--- src/sv/gcr_pkg.sv ---
`timescale 1ns / 1ps
package gcr_pkg;

   localparam int MAP_W     = 8;
   localparam int MAP_H     = 8;
   localparam int CELL_SIZE = 64;
   localparam int RAY_COUNT = 60;
   localparam int MAX_STEPS = 8;

   localparam int CELL_Q    = CELL_SIZE * 256;
   localparam int CELL_SH   = $clog2(CELL_Q);
   localparam int MAP_LIM_X = MAP_W * CELL_Q;
   localparam int MAP_LIM_Y = MAP_H * CELL_Q;
   localparam int CX_W      = (MAP_W > 1) ? $clog2(MAP_W) : 1;
   localparam int CY_W      = (MAP_H > 1) ? $clog2(MAP_H) : 1;
   localparam int STEP_W    = (MAX_STEPS > 1) ? $clog2(MAX_STEPS) : 1;

   localparam int COORD_W   = 17;
   localparam int ANG_W     = 16;
   localparam int TRIG_W    = 18;
   localparam int DIST_W    = 18;
   localparam int HGT_W     = 9;
   localparam int OFS_W     = 8;
   localparam int COL_W     = 6;
   localparam int MAP_BITS  = 64;
   localparam int MAP_IDX_W = 6;

   localparam int G_W       = 20;
   localparam int MA_W      = 20;
   localparam int MB_W      = 19;
   localparam int PROD_W    = 39;
   localparam int DIVN_W    = 36;
   localparam int DIVD_W    = 18;
   localparam int DCNT_W    = $clog2(DIVN_W);
   localparam int SQ_W      = 36;
   localparam int WIDE_W    = 38;
   localparam int REM_W     = 9;

   localparam int ANG_BACK  = 32768;
   localparam int ANG_RIGHT = 16384;
   localparam int ANG_LEFT  = 49152;

   localparam int RAY_START  = 5461;
   localparam int RAY_DEN    = 360;
   localparam int RAY_HALF   = RAY_DEN / 2;
   localparam int RAY_STEP_Q = 65536 / RAY_DEN;
   localparam int RAY_STEP_R = 65536 % RAY_DEN;

   localparam int CORDIC_X0  = 39797;
   localparam int CORDIC_N   = 15;
   localparam int ONE_Q16    = 65536;

   localparam int SCREEN_H   = 320;
   localparam int SCREEN_MID = 160;
   localparam int H_SCALE    = CELL_SIZE * SCREEN_H * 256;
   localparam int DIST_MAX   = 262143;

   typedef logic [4:0] op_type;

   localparam op_type OP_NONE      = 5'd0;
   localparam op_type OP_LOAD      = 5'd1;
   localparam op_type OP_TRIG_RAY  = 5'd2;
   localparam op_type OP_SAVE_CS   = 5'd3;
   localparam op_type OP_H_INIT    = 5'd4;
   localparam op_type OP_V_INIT    = 5'd5;
   localparam op_type OP_W_MUL     = 5'd6;
   localparam op_type OP_W_DIV     = 5'd7;
   localparam op_type OP_W_TEST    = 5'd8;
   localparam op_type OP_SQ_HX     = 5'd9;
   localparam op_type OP_SQ_HY     = 5'd10;
   localparam op_type OP_SQ_VX     = 5'd11;
   localparam op_type OP_SQ_VY     = 5'd12;
   localparam op_type OP_SQ_END    = 5'd13;
   localparam op_type OP_CHOOSE    = 5'd14;
   localparam op_type OP_TRIG_FISH = 5'd15;
   localparam op_type OP_SQRT      = 5'd16;
   localparam op_type OP_DIST_MUL  = 5'd17;
   localparam op_type OP_DIST      = 5'd18;
   localparam op_type OP_H_DIV     = 5'd19;
   localparam op_type OP_HEIGHT    = 5'd20;
   localparam op_type OP_EMIT      = 5'd21;

   typedef struct packed {
      logic cordic_busy;
      logic div_busy;
      logic sqrt_busy;
      logic h_en;
      logic v_en;
      logic wall;
      logic last_step;
      logic horiz;
      logic any_hit;
      logic dist_zero;
      logic last_ray;
      logic out_free;
   } status_type;

   typedef struct packed {
      logic [OFS_W-1:0]   line_offset;
      logic [HGT_W-1:0]   line_height;
      logic [DIST_W-1:0]  distance;
      logic [COORD_W-1:0] hit_y;
      logic [COORD_W-1:0] hit_x;
      logic               wall_is_vertical;
      logic               hit_found;
      logic [COL_W-1:0]   column;
      logic               last;
   } result_type;

   function automatic logic [13:0] arc_atan(input logic [3:0] idx);
      logic [13:0] v;
      case (idx)
         4'd0:    v = 14'd8192;
         4'd1:    v = 14'd4836;
         4'd2:    v = 14'd2555;
         4'd3:    v = 14'd1297;
         4'd4:    v = 14'd651;
         4'd5:    v = 14'd326;
         4'd6:    v = 14'd163;
         4'd7:    v = 14'd81;
         4'd8:    v = 14'd41;
         4'd9:    v = 14'd20;
         4'd10:   v = 14'd10;
         4'd11:   v = 14'd5;
         4'd12:   v = 14'd3;
         4'd13:   v = 14'd1;
         4'd14:   v = 14'd1;
         default: v = 14'd0;
      endcase
      return v;
   endfunction

endpackage

--- src/sv/gcr_cordic.sv ---
`timescale 1ns / 1ps
module gcr_cordic (
   input  logic                               clock,
   input  logic                               reset,
   input  logic                               start,
   input  logic [gcr_pkg::ANG_W-1:0]          angle,
   output logic                               busy,
   output logic signed [gcr_pkg::TRIG_W-1:0]  cos_out,
   output logic signed [gcr_pkg::TRIG_W-1:0]  sin_out
);
   import gcr_pkg::*;

   localparam int XW = 20;

   logic signed [XW-1:0]     x_ff, x_in, y_ff, y_in, dx, dy;
   logic signed [TRIG_W-1:0] z_ff, z_in, za;
   logic [3:0]               i_ff, i_in;
   logic [1:0]               q_ff, q_in;
   logic                     busy_ff, busy_in;
   logic signed [TRIG_W-1:0] xc, yc;

   // shift toward zero, as a signed divide by a power of two
   function automatic logic signed [XW-1:0] tdiv(input logic signed [XW-1:0] v,
                                                 input logic [3:0] n);
      logic signed [XW-1:0] sh;
      logic [XW-1:0]        mask;
      sh   = v >>> n;
      mask = ~({XW{1'b1}} << n);
      return sh + ((v[XW-1] && (|(v & mask))) ? XW'(1) : XW'(0));
   endfunction

   function automatic logic signed [TRIG_W-1:0] clamp(input logic signed [XW-1:0] v);
      logic signed [TRIG_W-1:0] r;
      if (v < 0) begin
         r = '0;
      end else if (v > XW'(ONE_Q16)) begin
         r = TRIG_W'(ONE_Q16);
      end else begin
         r = TRIG_W'(v);
      end
      return r;
   endfunction

   assign dx = tdiv(y_ff, i_ff);
   assign dy = tdiv(x_ff, i_ff);
   assign za = signed'(TRIG_W'(arc_atan(i_ff)));

   always_comb begin
      x_in    = x_ff;
      y_in    = y_ff;
      z_in    = z_ff;
      i_in    = i_ff;
      q_in    = q_ff;
      busy_in = busy_ff;
      if (start) begin
         x_in    = XW'(CORDIC_X0);
         y_in    = '0;
         z_in    = signed'(TRIG_W'(angle[ANG_W-3:0]));
         q_in    = angle[ANG_W-1:ANG_W-2];
         i_in    = '0;
         busy_in = 1'b1;
      end else if (busy_ff) begin
         if (!z_ff[TRIG_W-1]) begin
            x_in = x_ff - dx;
            y_in = y_ff + dy;
            z_in = z_ff - za;
         end else begin
            x_in = x_ff + dx;
            y_in = y_ff - dy;
            z_in = z_ff + za;
         end
         if (i_ff == 4'(CORDIC_N - 1)) begin
            busy_in = 1'b0;
         end else begin
            i_in = i_ff + 4'd1;
         end
      end
   end

   always_ff @(posedge clock) begin
      x_ff <= x_in;
      y_ff <= y_in;
      z_ff <= z_in;
      i_ff <= i_in;
      q_ff <= q_in;
      if (reset) begin
         busy_ff <= 1'b0;
      end else begin
         busy_ff <= busy_in;
      end
   end

   assign xc   = clamp(x_ff);
   assign yc   = clamp(y_ff);
   assign busy = busy_ff;

   always_comb begin
      unique case (q_ff)
         2'd0: begin
            cos_out = xc;
            sin_out = yc;
         end
         2'd1: begin
            cos_out = -yc;
            sin_out = xc;
         end
         2'd2: begin
            cos_out = -xc;
            sin_out = -yc;
         end
         default: begin
            cos_out = yc;
            sin_out = -xc;
         end
      endcase
   end

endmodule

--- src/sv/gcr_div.sv ---
`timescale 1ns / 1ps
module gcr_div (
   input  logic                        clock,
   input  logic                        reset,
   input  logic                        start,
   input  logic [gcr_pkg::DIVN_W-1:0]  dividend,
   input  logic [gcr_pkg::DIVD_W-1:0]  divisor,
   output logic                        busy,
   output logic [gcr_pkg::DIVN_W-1:0]  quotient
);
   import gcr_pkg::*;

   logic [DIVN_W-1:0] quo_ff;
   logic [DIVD_W-1:0] rem_ff, dvs_ff;
   logic [DCNT_W-1:0] cnt_ff;
   logic              busy_ff;
   logic [DIVD_W:0]   trial, diff;

   assign trial = {rem_ff, quo_ff[DIVN_W-1]};
   assign diff  = trial - {1'b0, dvs_ff};

   // one quotient bit per cycle, restoring
   always_ff @(posedge clock) begin
      if (start) begin
         quo_ff <= dividend;
         rem_ff <= '0;
         dvs_ff <= divisor;
         cnt_ff <= '0;
      end else if (busy_ff) begin
         cnt_ff <= cnt_ff + DCNT_W'(1);
         if (trial >= {1'b0, dvs_ff}) begin
            rem_ff <= diff[DIVD_W-1:0];
            quo_ff <= {quo_ff[DIVN_W-2:0], 1'b1};
         end else begin
            rem_ff <= trial[DIVD_W-1:0];
            quo_ff <= {quo_ff[DIVN_W-2:0], 1'b0};
         end
      end
   end

   always_ff @(posedge clock) begin
      if (reset) begin
         busy_ff <= 1'b0;
      end else if (start) begin
         busy_ff <= 1'b1;
      end else if (busy_ff && cnt_ff == DCNT_W'(DIVN_W - 1)) begin
         busy_ff <= 1'b0;
      end
   end

   assign busy     = busy_ff;
   assign quotient = quo_ff;

endmodule

--- src/sv/gcr_dp.sv ---
`timescale 1ns / 1ps
module gcr_dp (
   input  logic                         clock,
   input  logic                         reset,
   input  gcr_pkg::op_type              op,
   output gcr_pkg::status_type          st,
   input  logic [gcr_pkg::COORD_W-1:0]  pos_x,
   input  logic [gcr_pkg::COORD_W-1:0]  pos_y,
   input  logic [gcr_pkg::ANG_W-1:0]    view_angle,
   input  logic                         csr_wr_en,
   input  logic [gcr_pkg::MAP_BITS-1:0] csr_wr_data,
   input  logic                         rsp_ready,
   output logic                         rsp_valid,
   output gcr_pkg::result_type          rsp
);
   import gcr_pkg::*;

   logic [MAP_BITS-1:0]      map_ff;
   logic [COORD_W-1:0]       px_ff, py_ff;
   logic [ANG_W-1:0]         va_ff, ray_ff;
   logic [REM_W-1:0]         rem_ff;
   logic [REM_W:0]           rem_sum;
   logic                     rem_wrap;
   logic [COL_W-1:0]         col_ff;
   logic signed [TRIG_W-1:0] c_ff, s_ff, cos_w, sin_w;

   logic                     horiz_ff;
   logic [COORD_W-1:0]       pg_ff, po_ff;
   logic signed [TRIG_W-1:0] dg_ff, dor_ff;
   logic signed [G_W-1:0]    g_ff, diff_g;
   logic [STEP_W-1:0]        k_ff;
   logic                     qneg_ff;

   logic signed [MA_W-1:0]   mul_a;
   logic signed [MB_W-1:0]   mul_b;
   logic signed [PROD_W-1:0] prod_ff, abs_prod;
   logic [SQ_W-1:0]          acc_ff, sqh_ff, sqv_ff, sq_ff, prod_lo;

   logic                     hh_ff, vh_ff, vert_ff;
   logic [COORD_W-1:0]       hx_ff, hy_ff, vx_ff, vy_ff, cx_ff, cy_ff;
   logic signed [COORD_W:0]  dxh, dyh, dxv, dyv;

   logic [SQ_W-1:0]          sv_ff, sres_ff, sbit_ff;
   logic [SQ_W:0]            strial;

   logic [DIST_W-1:0]        dist_ff;
   logic [PROD_W-18:0]       dist_hi;
   logic [HGT_W-1:0]         h_ff;

   logic                     cordic_start, cordic_busy;
   logic [ANG_W-1:0]         cordic_ang;
   logic                     div_start, div_busy;
   logic [DIVN_W-1:0]        div_num, quo;
   logic [DIVD_W-1:0]        div_den, abs_dg;

   logic signed [WIDE_W-1:0] q_w, q_s, o_s, g_w, x_w, y_w;
   logic                     in_map, wall;
   logic [MAP_IDX_W-1:0]     cell_idx;
   logic [TRIG_W-2:0]        cc_pos;

   logic                     out_valid_ff;
   result_type               out_ff;

   function automatic logic signed [G_W-1:0] first_line(input logic [COORD_W-1:0] p,
                                                        input logic neg);
      logic signed [G_W-1:0] base;
      base = signed'(G_W'({p[COORD_W-1:CELL_SH], CELL_SH'(0)}));
      return neg ? base - G_W'(1) : base + G_W'(CELL_Q);
   endfunction

   gcr_cordic u_cordic (
      .clock   (clock),
      .reset   (reset),
      .start   (cordic_start),
      .angle   (cordic_ang),
      .busy    (cordic_busy),
      .cos_out (cos_w),
      .sin_out (sin_w)
   );

   gcr_div u_div (
      .clock    (clock),
      .reset    (reset),
      .start    (div_start),
      .dividend (div_num),
      .divisor  (div_den),
      .busy     (div_busy),
      .quotient (quo)
   );

   always_ff @(posedge clock) begin
      if (reset) begin
         map_ff <= '0;
      end else if (csr_wr_en) begin
         map_ff <= csr_wr_data;
      end
   end

   assign cordic_start = (op == OP_TRIG_RAY) || (op == OP_TRIG_FISH);
   assign cordic_ang   = (op == OP_TRIG_RAY) ? ray_ff : va_ff - ray_ff;

   assign abs_prod = prod_ff[PROD_W-1] ? -prod_ff : prod_ff;
   assign abs_dg   = dg_ff[TRIG_W-1] ? DIVD_W'(-dg_ff) : DIVD_W'(dg_ff);
   assign div_start = (op == OP_W_DIV) || (op == OP_H_DIV);
   assign div_num   = (op == OP_W_DIV) ? abs_prod[DIVN_W-1:0] : DIVN_W'(H_SCALE);
   assign div_den   = (op == OP_W_DIV) ? abs_dg : dist_ff;

   // crossing point along the walk
   assign diff_g = g_ff - signed'(G_W'(pg_ff));
   assign q_w    = signed'(WIDE_W'(quo));
   assign q_s    = qneg_ff ? -q_w : q_w;
   assign o_s    = signed'(WIDE_W'(po_ff)) + q_s;
   assign g_w    = WIDE_W'(g_ff);
   assign x_w    = horiz_ff ? o_s : g_w;
   assign y_w    = horiz_ff ? g_w : o_s;
   assign in_map = !x_w[WIDE_W-1] && !y_w[WIDE_W-1]
                   && (x_w < WIDE_W'(MAP_LIM_X)) && (y_w < WIDE_W'(MAP_LIM_Y));
   assign cell_idx = MAP_IDX_W'(int'(y_w[CELL_SH +: CY_W]) * MAP_W
                                + int'(x_w[CELL_SH +: CX_W]));
   assign wall   = in_map && map_ff[cell_idx];

   assign dxh = signed'({1'b0, hx_ff}) - signed'({1'b0, px_ff});
   assign dyh = signed'({1'b0, hy_ff}) - signed'({1'b0, py_ff});
   assign dxv = signed'({1'b0, vx_ff}) - signed'({1'b0, px_ff});
   assign dyv = signed'({1'b0, vy_ff}) - signed'({1'b0, py_ff});
   assign cc_pos = cos_w[TRIG_W-1] ? '0 : cos_w[TRIG_W-2:0];

   always_comb begin
      mul_a = '0;
      mul_b = '0;
      case (op)
         OP_W_MUL: begin
            mul_a = MA_W'(diff_g);
            mul_b = MB_W'(dor_ff);
         end
         OP_SQ_HX: begin
            mul_a = MA_W'(dxh);
            mul_b = MB_W'(dxh);
         end
         OP_SQ_HY: begin
            mul_a = MA_W'(dyh);
            mul_b = MB_W'(dyh);
         end
         OP_SQ_VX: begin
            mul_a = MA_W'(dxv);
            mul_b = MB_W'(dxv);
         end
         OP_SQ_VY: begin
            mul_a = MA_W'(dyv);
            mul_b = MB_W'(dyv);
         end
         OP_DIST_MUL: begin
            mul_a = signed'({1'b0, sres_ff[MA_W-2:0]});
            mul_b = signed'(MB_W'(cc_pos));
         end
         default: begin
            mul_a = '0;
            mul_b = '0;
         end
      endcase
   end

   assign prod_lo  = prod_ff[SQ_W-1:0];
   assign dist_hi  = prod_ff[PROD_W-2:16];
   assign rem_sum  = {1'b0, rem_ff} + (REM_W+1)'(RAY_STEP_R);
   assign rem_wrap = rem_sum >= (REM_W+1)'(RAY_DEN);
   assign strial   = {1'b0, sres_ff} + {1'b0, sbit_ff};

   always_ff @(posedge clock) begin
      prod_ff <= mul_a * mul_b;
      if (|sbit_ff) begin
         if ({1'b0, sv_ff} >= strial) begin
            sv_ff   <= sv_ff - strial[SQ_W-1:0];
            sres_ff <= (sres_ff >> 1) + sbit_ff;
         end else begin
            sres_ff <= sres_ff >> 1;
         end
      end
      unique case (op)
         OP_LOAD: begin
            px_ff  <= pos_x;
            py_ff  <= pos_y;
            va_ff  <= view_angle;
            ray_ff <= view_angle - ANG_W'(RAY_START);
            rem_ff <= REM_W'(RAY_HALF);
            col_ff <= '0;
         end
         OP_SAVE_CS: begin
            c_ff <= cos_w;
            s_ff <= sin_w;
         end
         OP_H_INIT: begin
            horiz_ff <= 1'b1;
            pg_ff    <= py_ff;
            po_ff    <= px_ff;
            dg_ff    <= s_ff;
            dor_ff   <= c_ff;
            g_ff     <= first_line(py_ff, s_ff[TRIG_W-1]);
            k_ff     <= '0;
         end
         OP_V_INIT: begin
            horiz_ff <= 1'b0;
            pg_ff    <= px_ff;
            po_ff    <= py_ff;
            dg_ff    <= c_ff;
            dor_ff   <= s_ff;
            g_ff     <= first_line(px_ff, c_ff[TRIG_W-1]);
            k_ff     <= '0;
         end
         OP_W_DIV: begin
            qneg_ff <= prod_ff[PROD_W-1] ^ dg_ff[TRIG_W-1];
         end
         OP_W_TEST: begin
            if (wall) begin
               if (horiz_ff) begin
                  hx_ff <= x_w[COORD_W-1:0];
                  hy_ff <= y_w[COORD_W-1:0];
               end else begin
                  vx_ff <= x_w[COORD_W-1:0];
                  vy_ff <= y_w[COORD_W-1:0];
               end
            end else begin
               k_ff <= k_ff + STEP_W'(1);
               g_ff <= dg_ff[TRIG_W-1] ? g_ff - G_W'(CELL_Q) : g_ff + G_W'(CELL_Q);
            end
         end
         OP_SQ_HY: acc_ff <= prod_lo;
         OP_SQ_VX: sqh_ff <= acc_ff + prod_lo;
         OP_SQ_VY: acc_ff <= prod_lo;
         OP_SQ_END: sqv_ff <= acc_ff + prod_lo;
         OP_CHOOSE: begin
            if (vh_ff && (!hh_ff || sqv_ff <= sqh_ff)) begin
               vert_ff <= 1'b1;
               cx_ff   <= vx_ff;
               cy_ff   <= vy_ff;
               sq_ff   <= sqv_ff;
            end else begin
               vert_ff <= 1'b0;
               cx_ff   <= hx_ff;
               cy_ff   <= hy_ff;
               sq_ff   <= sqh_ff;
            end
         end
         OP_SQRT: begin
            sv_ff   <= sq_ff;
            sres_ff <= '0;
         end
         OP_DIST: begin
            dist_ff <= (dist_hi > (PROD_W-17)'(DIST_MAX)) ? DIST_W'(DIST_MAX)
                                                           : dist_hi[DIST_W-1:0];
         end
         OP_HEIGHT: begin
            if (dist_ff == '0 || quo > DIVN_W'(SCREEN_H)) begin
               h_ff <= HGT_W'(SCREEN_H);
            end else begin
               h_ff <= quo[HGT_W-1:0];
            end
         end
         OP_EMIT: begin
            col_ff <= col_ff + COL_W'(1);
            rem_ff <= rem_wrap ? REM_W'(rem_sum - (REM_W+1)'(RAY_DEN)) : rem_sum[REM_W-1:0];
            ray_ff <= ray_ff + ANG_W'(RAY_STEP_Q) + ANG_W'(rem_wrap);
         end
         default: begin
         end
      endcase
   end

   // control state: hit flags, root bit, output register
   always_ff @(posedge clock) begin
      if (reset) begin
         hh_ff        <= 1'b0;
         vh_ff        <= 1'b0;
         sbit_ff      <= '0;
         out_valid_ff <= 1'b0;
      end else begin
         if (op == OP_TRIG_RAY) begin
            hh_ff <= 1'b0;
            vh_ff <= 1'b0;
         end else if (op == OP_W_TEST && wall) begin
            if (horiz_ff) begin
               hh_ff <= 1'b1;
            end else begin
               vh_ff <= 1'b1;
            end
         end
         if (op == OP_SQRT) begin
            sbit_ff <= SQ_W'(1) << (SQ_W - 2);
         end else begin
            sbit_ff <= sbit_ff >> 2;
         end
         if (op == OP_EMIT) begin
            out_valid_ff <= 1'b1;
         end else if (rsp_ready) begin
            out_valid_ff <= 1'b0;
         end
      end
   end

   always_ff @(posedge clock) begin
      if (op == OP_EMIT) begin
         out_ff.column <= col_ff;
         out_ff.last   <= (col_ff == COL_W'(RAY_COUNT - 1));
         if (hh_ff || vh_ff) begin
            out_ff.hit_found        <= 1'b1;
            out_ff.wall_is_vertical <= vert_ff;
            out_ff.hit_x            <= cx_ff;
            out_ff.hit_y            <= cy_ff;
            out_ff.distance         <= dist_ff;
            out_ff.line_height      <= h_ff;
            out_ff.line_offset      <= OFS_W'(SCREEN_MID) - OFS_W'(h_ff >> 1);
         end else begin
            out_ff.hit_found        <= 1'b0;
            out_ff.wall_is_vertical <= 1'b0;
            out_ff.hit_x            <= px_ff;
            out_ff.hit_y            <= py_ff;
            out_ff.distance         <= DIST_W'(DIST_MAX);
            out_ff.line_height      <= '0;
            out_ff.line_offset      <= OFS_W'(SCREEN_MID);
         end
      end
   end

   assign rsp_valid = out_valid_ff;
   assign rsp       = out_ff;

   always_comb begin
      st.cordic_busy = cordic_busy;
      st.div_busy    = div_busy;
      st.sqrt_busy   = |sbit_ff;
      st.h_en        = (ray_ff != '0) && (ray_ff != ANG_W'(ANG_BACK)) && (s_ff != '0);
      st.v_en        = (ray_ff != ANG_W'(ANG_RIGHT)) && (ray_ff != ANG_W'(ANG_LEFT))
                       && (c_ff != '0);
      st.wall        = wall;
      st.last_step   = (k_ff == STEP_W'(MAX_STEPS - 1));
      st.horiz       = horiz_ff;
      st.any_hit     = hh_ff || vh_ff;
      st.dist_zero   = (dist_ff == '0);
      st.last_ray    = (col_ff == COL_W'(RAY_COUNT - 1));
      st.out_free    = !out_valid_ff || rsp_ready;
   end

endmodule

--- src/sv/gcr_ctrl.sv ---
`timescale 1ns / 1ps
module gcr_ctrl (
   input  logic                clock,
   input  logic                reset,
   input  logic                req_valid,
   output logic                req_ready,
   input  gcr_pkg::status_type st,
   output gcr_pkg::op_type     op
);
   import gcr_pkg::*;

   localparam logic [4:0] S_IDLE   = 5'd0;
   localparam logic [4:0] S_RAY    = 5'd1;
   localparam logic [4:0] S_RAY_W  = 5'd2;
   localparam logic [4:0] S_H_INIT = 5'd3;
   localparam logic [4:0] S_V_INIT = 5'd4;
   localparam logic [4:0] S_MUL    = 5'd5;
   localparam logic [4:0] S_DIV    = 5'd6;
   localparam logic [4:0] S_DIV_W  = 5'd7;
   localparam logic [4:0] S_TEST   = 5'd8;
   localparam logic [4:0] S_POST   = 5'd9;
   localparam logic [4:0] S_SQ_HX  = 5'd10;
   localparam logic [4:0] S_SQ_HY  = 5'd11;
   localparam logic [4:0] S_SQ_VX  = 5'd12;
   localparam logic [4:0] S_SQ_VY  = 5'd13;
   localparam logic [4:0] S_SQ_END = 5'd14;
   localparam logic [4:0] S_CHOOSE = 5'd15;
   localparam logic [4:0] S_FISH   = 5'd16;
   localparam logic [4:0] S_FISH_W = 5'd17;
   localparam logic [4:0] S_SQRT   = 5'd18;
   localparam logic [4:0] S_SQRT_W = 5'd19;
   localparam logic [4:0] S_DMUL   = 5'd20;
   localparam logic [4:0] S_DIST   = 5'd21;
   localparam logic [4:0] S_HDIV   = 5'd22;
   localparam logic [4:0] S_HDIV_W = 5'd23;
   localparam logic [4:0] S_HGT    = 5'd24;
   localparam logic [4:0] S_EMIT   = 5'd25;

   logic [4:0] state_ff, state_in;

   always_comb begin
      state_in = state_ff;
      op       = OP_NONE;
      unique case (state_ff)
         S_IDLE: begin
            if (req_valid) begin
               op       = OP_LOAD;
               state_in = S_RAY;
            end
         end
         S_RAY: begin
            op       = OP_TRIG_RAY;
            state_in = S_RAY_W;
         end
         S_RAY_W: begin
            if (!st.cordic_busy) begin
               op       = OP_SAVE_CS;
               state_in = S_H_INIT;
            end
         end
         S_H_INIT: begin
            op       = OP_H_INIT;
            state_in = st.h_en ? S_MUL : S_V_INIT;
         end
         S_V_INIT: begin
            op       = OP_V_INIT;
            state_in = st.v_en ? S_MUL : S_POST;
         end
         S_MUL: begin
            op       = OP_W_MUL;
            state_in = S_DIV;
         end
         S_DIV: begin
            op       = OP_W_DIV;
            state_in = S_DIV_W;
         end
         S_DIV_W: begin
            if (!st.div_busy) begin
               state_in = S_TEST;
            end
         end
         S_TEST: begin
            op = OP_W_TEST;
            if (st.wall || st.last_step) begin
               state_in = st.horiz ? S_V_INIT : S_POST;
            end else begin
               state_in = S_MUL;
            end
         end
         S_POST: state_in = st.any_hit ? S_SQ_HX : S_EMIT;
         S_SQ_HX: begin
            op       = OP_SQ_HX;
            state_in = S_SQ_HY;
         end
         S_SQ_HY: begin
            op       = OP_SQ_HY;
            state_in = S_SQ_VX;
         end
         S_SQ_VX: begin
            op       = OP_SQ_VX;
            state_in = S_SQ_VY;
         end
         S_SQ_VY: begin
            op       = OP_SQ_VY;
            state_in = S_SQ_END;
         end
         S_SQ_END: begin
            op       = OP_SQ_END;
            state_in = S_CHOOSE;
         end
         S_CHOOSE: begin
            op       = OP_CHOOSE;
            state_in = S_FISH;
         end
         S_FISH: begin
            op       = OP_TRIG_FISH;
            state_in = S_FISH_W;
         end
         S_FISH_W: begin
            if (!st.cordic_busy) begin
               state_in = S_SQRT;
            end
         end
         S_SQRT: begin
            op       = OP_SQRT;
            state_in = S_SQRT_W;
         end
         S_SQRT_W: begin
            if (!st.sqrt_busy) begin
               state_in = S_DMUL;
            end
         end
         S_DMUL: begin
            op       = OP_DIST_MUL;
            state_in = S_DIST;
         end
         S_DIST: begin
            op       = OP_DIST;
            state_in = S_HDIV;
         end
         S_HDIV: begin
            if (st.dist_zero) begin
               state_in = S_HGT;
            end else begin
               op       = OP_H_DIV;
               state_in = S_HDIV_W;
            end
         end
         S_HDIV_W: begin
            if (!st.div_busy) begin
               state_in = S_HGT;
            end
         end
         S_HGT: begin
            op       = OP_HEIGHT;
            state_in = S_EMIT;
         end
         S_EMIT: begin
            if (st.out_free) begin
               op       = OP_EMIT;
               state_in = st.last_ray ? S_IDLE : S_RAY;
            end
         end
         default: state_in = S_IDLE;
      endcase
   end

   always_ff @(posedge clock) begin
      if (reset) begin
         state_ff <= S_IDLE;
      end else begin
         state_ff <= state_in;
      end
   end

   assign req_ready = (state_ff == S_IDLE);

endmodule

--- src/sv/grid_ray_caster.sv ---
`timescale 1ns / 1ps
// Grid ray caster. One request carries a player pose; the block answers with
// 60 column results, one per ray, the final one flagged by rsp_tlast. Rays are
// handled one at a time by a shared 15-step CORDIC, a shared radix-2 divider
// and a 2-bit-per-cycle square root. The cost of each grid crossing is
// dominated by the divider, and each walk tests up to 8 crossings. A ray that
// hits a wall then goes on to the fisheye CORDIC, the square root and the
// height division. The time a ray and a pose take depends on how far the rays
// travel before a wall, and on any stalls of a column on rsp_tready.
// A new request is taken once the last column of the frame is in the output
// register. The wall map is written through csr_wr_en/csr_wr_data; the user
// must write it only while idle, which the block itself does not enforce.
module grid_ray_caster (
   input  logic        clock,
   input  logic        reset,
   input  logic        req_tvalid,
   output logic        req_tready,
   input  logic [55:0] req_tdata,   // pos_x, pos_y, view_angle, zero pad
   output logic        rsp_tvalid,
   input  logic        rsp_tready,
   output logic [79:0] rsp_tdata,   // column, hit_found, wall_is_vertical, hit_x,
                                    // hit_y, distance, line_height, line_offset, pad
   output logic        rsp_tlast,
   input  logic        csr_wr_en,
   input  logic [63:0] csr_wr_data
);
   import gcr_pkg::*;

   op_type     op;
   status_type st;
   result_type rsp;

   gcr_ctrl u_ctrl (
      .clock     (clock),
      .reset     (reset),
      .req_valid (req_tvalid),
      .req_ready (req_tready),
      .st        (st),
      .op        (op)
   );

   gcr_dp u_dp (
      .clock       (clock),
      .reset       (reset),
      .op          (op),
      .st          (st),
      .pos_x       (req_tdata[16:0]),
      .pos_y       (req_tdata[33:17]),
      .view_angle  (req_tdata[49:34]),
      .csr_wr_en   (csr_wr_en),
      .csr_wr_data (csr_wr_data),
      .rsp_ready   (rsp_tready),
      .rsp_valid   (rsp_tvalid),
      .rsp         (rsp)
   );

   assign rsp_tdata = {3'b000, rsp.line_offset, rsp.line_height, rsp.distance,
                       rsp.hit_y, rsp.hit_x, rsp.wall_is_vertical, rsp.hit_found,
                       rsp.column};
   assign rsp_tlast = rsp.last;

endmodule

--- config.mk ---
export PLATFORM = sky130hd
export DESIGN_NAME = grid_ray_caster
export DESIGN_NICKNAME = d
export VERILOG_FILES = /design/src/sv/gcr_pkg.sv /design/src/sv/gcr_cordic.sv /design/src/sv/gcr_div.sv /design/src/sv/gcr_dp.sv /design/src/sv/gcr_ctrl.sv /design/src/sv/grid_ray_caster.sv
export SDC_FILE = /design/constraint.sdc
export NUM_CORES = 2
export LEC_CHECK = 0
export ABC_AREA = 1
export BUFFER_PORTS_ARGS = -buffer_cell sky130_fd_sc_hd__buf_4
export CORE_MARGIN = 2
export CORE_UTILIZATION = 45
export CTS_BUF_LIST = sky130_fd_sc_hd__clkbuf_4
export CTS_CLUSTER_SIZE = 25
export DETAILED_ROUTE_END_ITERATION = 12
export PLACE_DENSITY_LB_ADDON = 0.15
export SLEW_MARGIN = 10
export SYNTH_ARGS = -nofsm -noshare
export SYNTH_HDL_FRONTEND = slang
export SYNTH_HIERARCHICAL = 1
export SYNTH_SLANG_ARGS = --single-unit
--- constraint.sdc ---
create_clock -name clock -period 21.7 [get_ports clock]
set_input_delay 4.34 -clock clock [delete_from_list [all_inputs] [get_ports clock]]
set_output_delay 4.34 -clock clock [all_outputs]
set_load 0.01 [all_outputs]
Word-level counts from Yosys, hierarchy flattened
Memories as Yosys holds them, arrays and structs flattened. A register that Yosys moved wholly into a read port is not among the register bits.
Cells that the tools add are included.
{"block": "op_classes", "eq_ne": 63, "n_mux": 85, "n_mul": 1, "shift": 3, "bitwise": 6, "magnitude_cmp": 13, "add_sub_neg": 42, "reduce_logical": 56}
{"operator": "2-to-1 mux 36 bit", "count": 10}
{"operator": "2-to-1 mux 18 bit", "count": 8}
{"operator": "one-hot mux 5 bit (26 select lines)", "count": 1}
{"operator": "2-to-1 mux 20 bit", "count": 6}
{"operator": "one-hot mux 20 bit (6 select lines)", "count": 1}
{"operator": "2-to-1 mux 38 bit", "count": 3}
{"operator": "one-hot mux 19 bit (6 select lines)", "count": 1}
{"operator": "one-hot mux 18 bit (3 select lines)", "count": 2}
{"operator": "one-hot mux 5 bit (21 select lines)", "count": 1}
{"operator": "equality test 5 x 4 -> 1 bit (second input constant)", "count": 16}
{"operator": "equality test 5 bit (second input constant)", "count": 16}
{"operator": "< comparator 38 x 19 -> 1 bit (second input constant)", "count": 2}
{"operator": "one-hot mux 18 bit (2 select lines)", "count": 2}
{"operator": "subtractor 17 x 17 -> 18 bit", "count": 4}
{"operator": "one-hot mux 17 bit (2 select lines)", "count": 2}
{"operator": "one-hot mux 20 bit (3 select lines)", "count": 1}
{"operator": "2-to-1 mux 5 bit", "count": 11}
{"operator": "negation 18 bit", "count": 3}
{"operator": "2-to-1 mux 17 bit", "count": 3}
{"operator": "adder 20 x 2 -> 20 bit", "count": 2}
{"operator": "adder 20 bit", "count": 2}
{"operator": "bitwise AND 20 bit", "count": 2}
{"operator": "equality test 5 x 3 -> 1 bit (second input constant)", "count": 8}
{"operator": "> comparator 20 x 18 -> 1 bit (second input constant)", "count": 2}
{"operator": "81 further kinds", "count": 160}
{"block": "totals", "out_inout_bits": 83, "regBits": 927, "elab_cells": 330, "mem_bits_ro": 224, "mem_count": 1, "in_bits": 125}
{"name": "(no name shown)", "words": 16, "word_bits": 14, "rd": 1, "rd_clocked_by_memory_dff": 1, "write_ports": 0, "line_no": "gcr_pkg.sv:112", "text": "case (idx)"}

Logic depth before layout (Yosys ltp)
{"block": "depth", "word_depth": 12, "mapped_depth": 53, "ltp_nobuf": 51}

By module
The synthesis kept the hierarchy.
{"mod": "gcr_dp", "instances": 1, "seq_area_each_um2": 20709.9, "cells_each": 7143, "area_per_inst_um2": 59111.7}
{"mod": "gcr_cordic", "instances": 1, "seq_area_each_um2": 1741.7, "cells_each": 2032, "area_per_inst_um2": 11667.4}
{"mod": "gcr_div", "instances": 1, "seq_area_each_um2": 2122.0, "cells_each": 554, "area_per_inst_um2": 4443.0}
{"mod": "gcr_ctrl", "instances": 1, "seq_area_each_um2": 100.1, "cells_each": 165, "area_per_inst_um2": 835.8}
{"mod": "grid_ray_caster", "instances": 1, "seq_area_each_um2": 0.0, "cells_each": 4, "area_per_inst_um2": 26.3}

Least setup slack after synthesis
OpenSTA, ideal clock, no wires.
{"block": "synth_path", "kind": "in2reg", "from": "in rsp_tready", "to": "reg u_dp.prod_ff[37]", "path_stages": 38, "setup_ns": 0.072, "required_ns": 21.628, "arrival_time_ns": 13.882, "setup_slack_ns": 7.747, "n_path_buf": 2, "cell_sequence": "inv_1 nand2_1 inv_1 nor2_1 inv_1 nand2_1 nor2_1 nand3_1 nor3_1 inv_1 nor2_1 inv_1 clkbuf_1 nor2_1 o21ai_0 nand3_1 nor2_1 buf_2 (+2 left out) inv_1 fa_1 fa_1 inv_1 fa_1 fa_1 fa_1 ha_1 ha_1 nand2_1 nor4_1 nand2_1 o211ai_1 nand3_1 o211ai_1 nand4_1 o211ai_1 xor2_1"}
{"item": "start: declaration", "line_no": "grid_ray_caster.sv:20", "text": "input logic rsp_tready,"}
{"item": "end signal: assignment", "line_no": "gcr_dp.sv:170", "text": "prod_ff <= mul_a * mul_b;"}
{"item": "end: declaration", "line_no": "gcr_dp.sv:36", "text": "logic signed [PROD_W-1:0] prod_ff, abs_prod;"}

==> out/results.ini <==
[setup_path]
startpoint = rsp_tready
worstSetupPathType = primary input to flip-flop
slowest_delay_ns = 1.19
slowest_stage = fa_1
cp.required_ns = 22.88
end_kind = flip-flop
cp-start-kind = primary input
arrival_ns = 15.44
r2r_start = u_dp/dist_ff[3]$_SDFFCE_PN1N_
cp_max_fo = 10

[cts]
htreeDepth = 5
cts_buffers = 286
clkLatencyLatePin_ns = 1.35
clockBufferDepth = 4
clock-sinks = 906
cts.clk_slew.worst_paths_ns = 0.06
clock-root-buffer = clkbuf_4
post_cts_buffers = 0
cts_resized = 0
cts_hold_buf = 0
cts_tree = yes

[die]
dieArea_um2 = 172000
die_w_um = 415
core.rowCount = 150
io_pins = 208
initial_utilization_pct = 45.4
die_h_um = 415
core_um2 = 168000

[logic_synthesis]
synth_area_per_cell_um2 = 7.69
ys.flop_type = edfxtp_1
ys_types = 77
mappedNetlistArea_um2 = 76100
netlist_instances = 9898
async_reset_ff_share_pct = 0
synth_edf_count = 653
ys_ff_latch = 906
yosysWarnings = 6
ys_seq_area_share_pct = 32.4

[global_routing]
grtUsageTotal_pct = 29.3
grt_pass1_wl_mm = 390
grt_start_max_net_pins = 87
grt_overflow = 0
antenna_found_initial = 7
grt_pass1_vias = 66000

[timing]
drv_slew = 0
hold_viol = 0
slew_headroom_pct = 12.4
finalCritPeriodShare_pct = 65.7
final.setup.tns_ns = 0
finalSetupViolations = 0
finClkSkew_ns = 0.119
worst_slew_pin_slew_ns = 1.30
rsz0062_at_grt = false
timing.fmax_mhz = 70.1
layout_min_cycle_time_ns = 14.26

[finish]
finalNetCount = 11200
area_growth_pct = 9.84
final_cell_mix = nand2_1 (2388), inv_1 (1460), nor2_1 (928), edfxtp_1 (653), o21ai_0 (649)
n_fill_cell = 16700
final_common_cell = nand2_1
drive_above_1_share_pct = 9.83
fin_area_um2 = 83600

[routing]
wire_per_inst_um = 20.3
detail-route-antenna-nets = 0
drtIter0Drc = 6403
drt-vias-per-instance = 5.43
vias = 68600
drt-pass1-iter-count = 6
wl_mm = 256
drcViolationCount = 0

[min_path]
min_from = u_dp/sq_ff[1]$_DFFE_PN_
hp-class = flip-flop to flip-flop

[placement]
port_buffers = 198
gp_congestion = 0.978
hpwlAfterDp_mm = 197
placed_cell_area_um2 = 80000

[pwr]
power_w = 0.00878
ir_worst_vdd_mv = 0.0869
p_leak_nw = 39.4
power_density_nw_per_um2 = 105

[run]
max-cap-violations = 0

[status]
outcome = complete, no violations

==> sequential cells by signal (all words and copies together), names as in the netlist, 20 cells and up <==
register,cells
u_dp/rsp,77
u_dp/map_ff,64
u_dp/prod_ff,39
u_dp/acc_ff,36
u_dp/sq_ff,36
u_dp/sqh_ff,36
u_dp/sqv_ff,36
u_dp/sres_ff,36
u_dp/sv_ff,36
u_dp/u_div/quotient,36
u_dp/u_cordic/x_ff,20
u_dp/u_cordic/y_ff,20
==> power breakdown <==
group,switching [W],internal [W],leakage (nW)
clock network,0.000812,0.000931,2.13
logic,0.00305,0.00155,29.3
registers,0.000281,0.00216,7.93
total,0.00414,0.00464,39.4
==> worst paths after layout <==
check / slack [ns] / cells after the start / endpoint
worst max-delay path: 7.44 / 37 / u_dp/prod_ff[37]$_DFF_P_
worst min-delay path: 0.44 / 2 / u_dp/sv_ff[1]$_DFFE_PP_
worst max register to register: 8.93 / 36 / u_dp/prod_ff[37]$_DFF_P_
worst min register to register: 0.44 / 2 / u_dp/sv_ff[1]$_DFFE_PP_
==> metal layers <==
layer	GRT usage (%)	wire length (um)	up-vias
met3	5.24	18300	581
met4	14.0	13000	4
met1	38.7	110000	32400
met2	46.6	115000	2554
met5	0	27	-
li1	-	-	33100
==> layout make-up <==
| type | instances | area, um^2 | share of cell area [%] |
|---|---|---|---|
| Antenna cell | 10 | 25.0 | 0.0299 |
| Clock buffer | 413 | 3100 | 3.71 |
| Clock inverter | 80 | 452 | 0.540 |
| Inverter | 1513 | 5680 | 6.80 |
| Multi-Input combinational cell | 7202 | 44600 | 53.4 |
| Sequential cell | 906 | 24700 | 29.5 |
| Tap cell | 2204 | 2760 | 3.30 |
| Timing Repair Buffer | 303 | 2270 | 2.72 |
==> synth_stat cells, types with 8 or more instances <==
library cell	instances	share of area (%)
nand2_1	2389	12
inv_1	1463	7.2
nor2_1	942	4.6
edfxtp_1	653	26
o21ai_0	651	4.3
nand3_1	592	3.9
a21oi_1	517	3.4
ha_1	492	8.1
fa_1	401	11
dfxtp_1	253	6.7
xor2_1	206	2.4
clkbuf_1	176	0.87
xnor2_1	125	1.4
nor3_1	121	0.80
nand4_1	103	0.85
or2_2	70	0.58
buf_2	58	0.38
nand2_2	57	0.47
o21ai_1	54	0.36
nor2_2	41	0.34
nor4_1	40	0.33
o211ai_1	39	0.38
a31oi_1	37	0.30
o21bai_1	31	0.31
o22ai_1	30	0.25
clkinv_1	26	0.13
nand3b_1	25	0.25
inv_2	24	0.12
o21a_1	19	0.19
o221ai_1	19	0.22
nand3_2	18	0.24
buf_4	16	0.16
a211oi_1	15	0.15
buf_1	15	0.074
buf_6	13	0.19
nor2_4	13	0.19
o2111ai_1	13	0.15
o31ai_1	13	0.13
a21o_1	11	0.11
and2_1	10	0.082
nand2_4	10	0.15
nor3_2	9	0.12
a221oi_1	8	0.092
a22o_1	8	0.092
==> kinds of logic (layout without fill, tap and decap cells) <==
family / after synthesis / after routing / share of synthesized area (%)
AOI/OAI and AO/OA: 1509 / 1509 / 10.9
xor gates and xnor gates: 331 / 331 / 3.81
adders and majority gates: 893 / 893 / 18.6
buffers and inverters: 1792 / 2309 / 9.16
DFF: 906 / 906 / 32.4
muxes: 1 / 1 / 0.0132
other: 1 / 13 / 0.00493
and+or+nand+nor: 4465 / 4465 / 25.0
==> through the flow <==
step / std cells / hold WS [ns] / setup WS, ns / utilization [%]
floorplan: 9900 / 0.437 / 7.75 / -
global placement: 12100 / 0.459 / 6.48 / 47.7
detailed placement: 12100 / 0.461 / 6.41 / 47.7
CTS: 12600 / 0.426 / 7.78 / 49.8
global route: 12600 / 0.429 / 6.96 / 49.9
finish: 12600 / 0.438 / 7.44 / 49.9
==> critical path: cells and delay by family <==
kind            cells  cell delay [ns]
compound gates      5             1.36
xor+xnor            1             0.16
fa+ha+maj           8             4.62
buf+inv            10             2.09
simple gates       13             2.86
(Power assumes the default switching activity.)
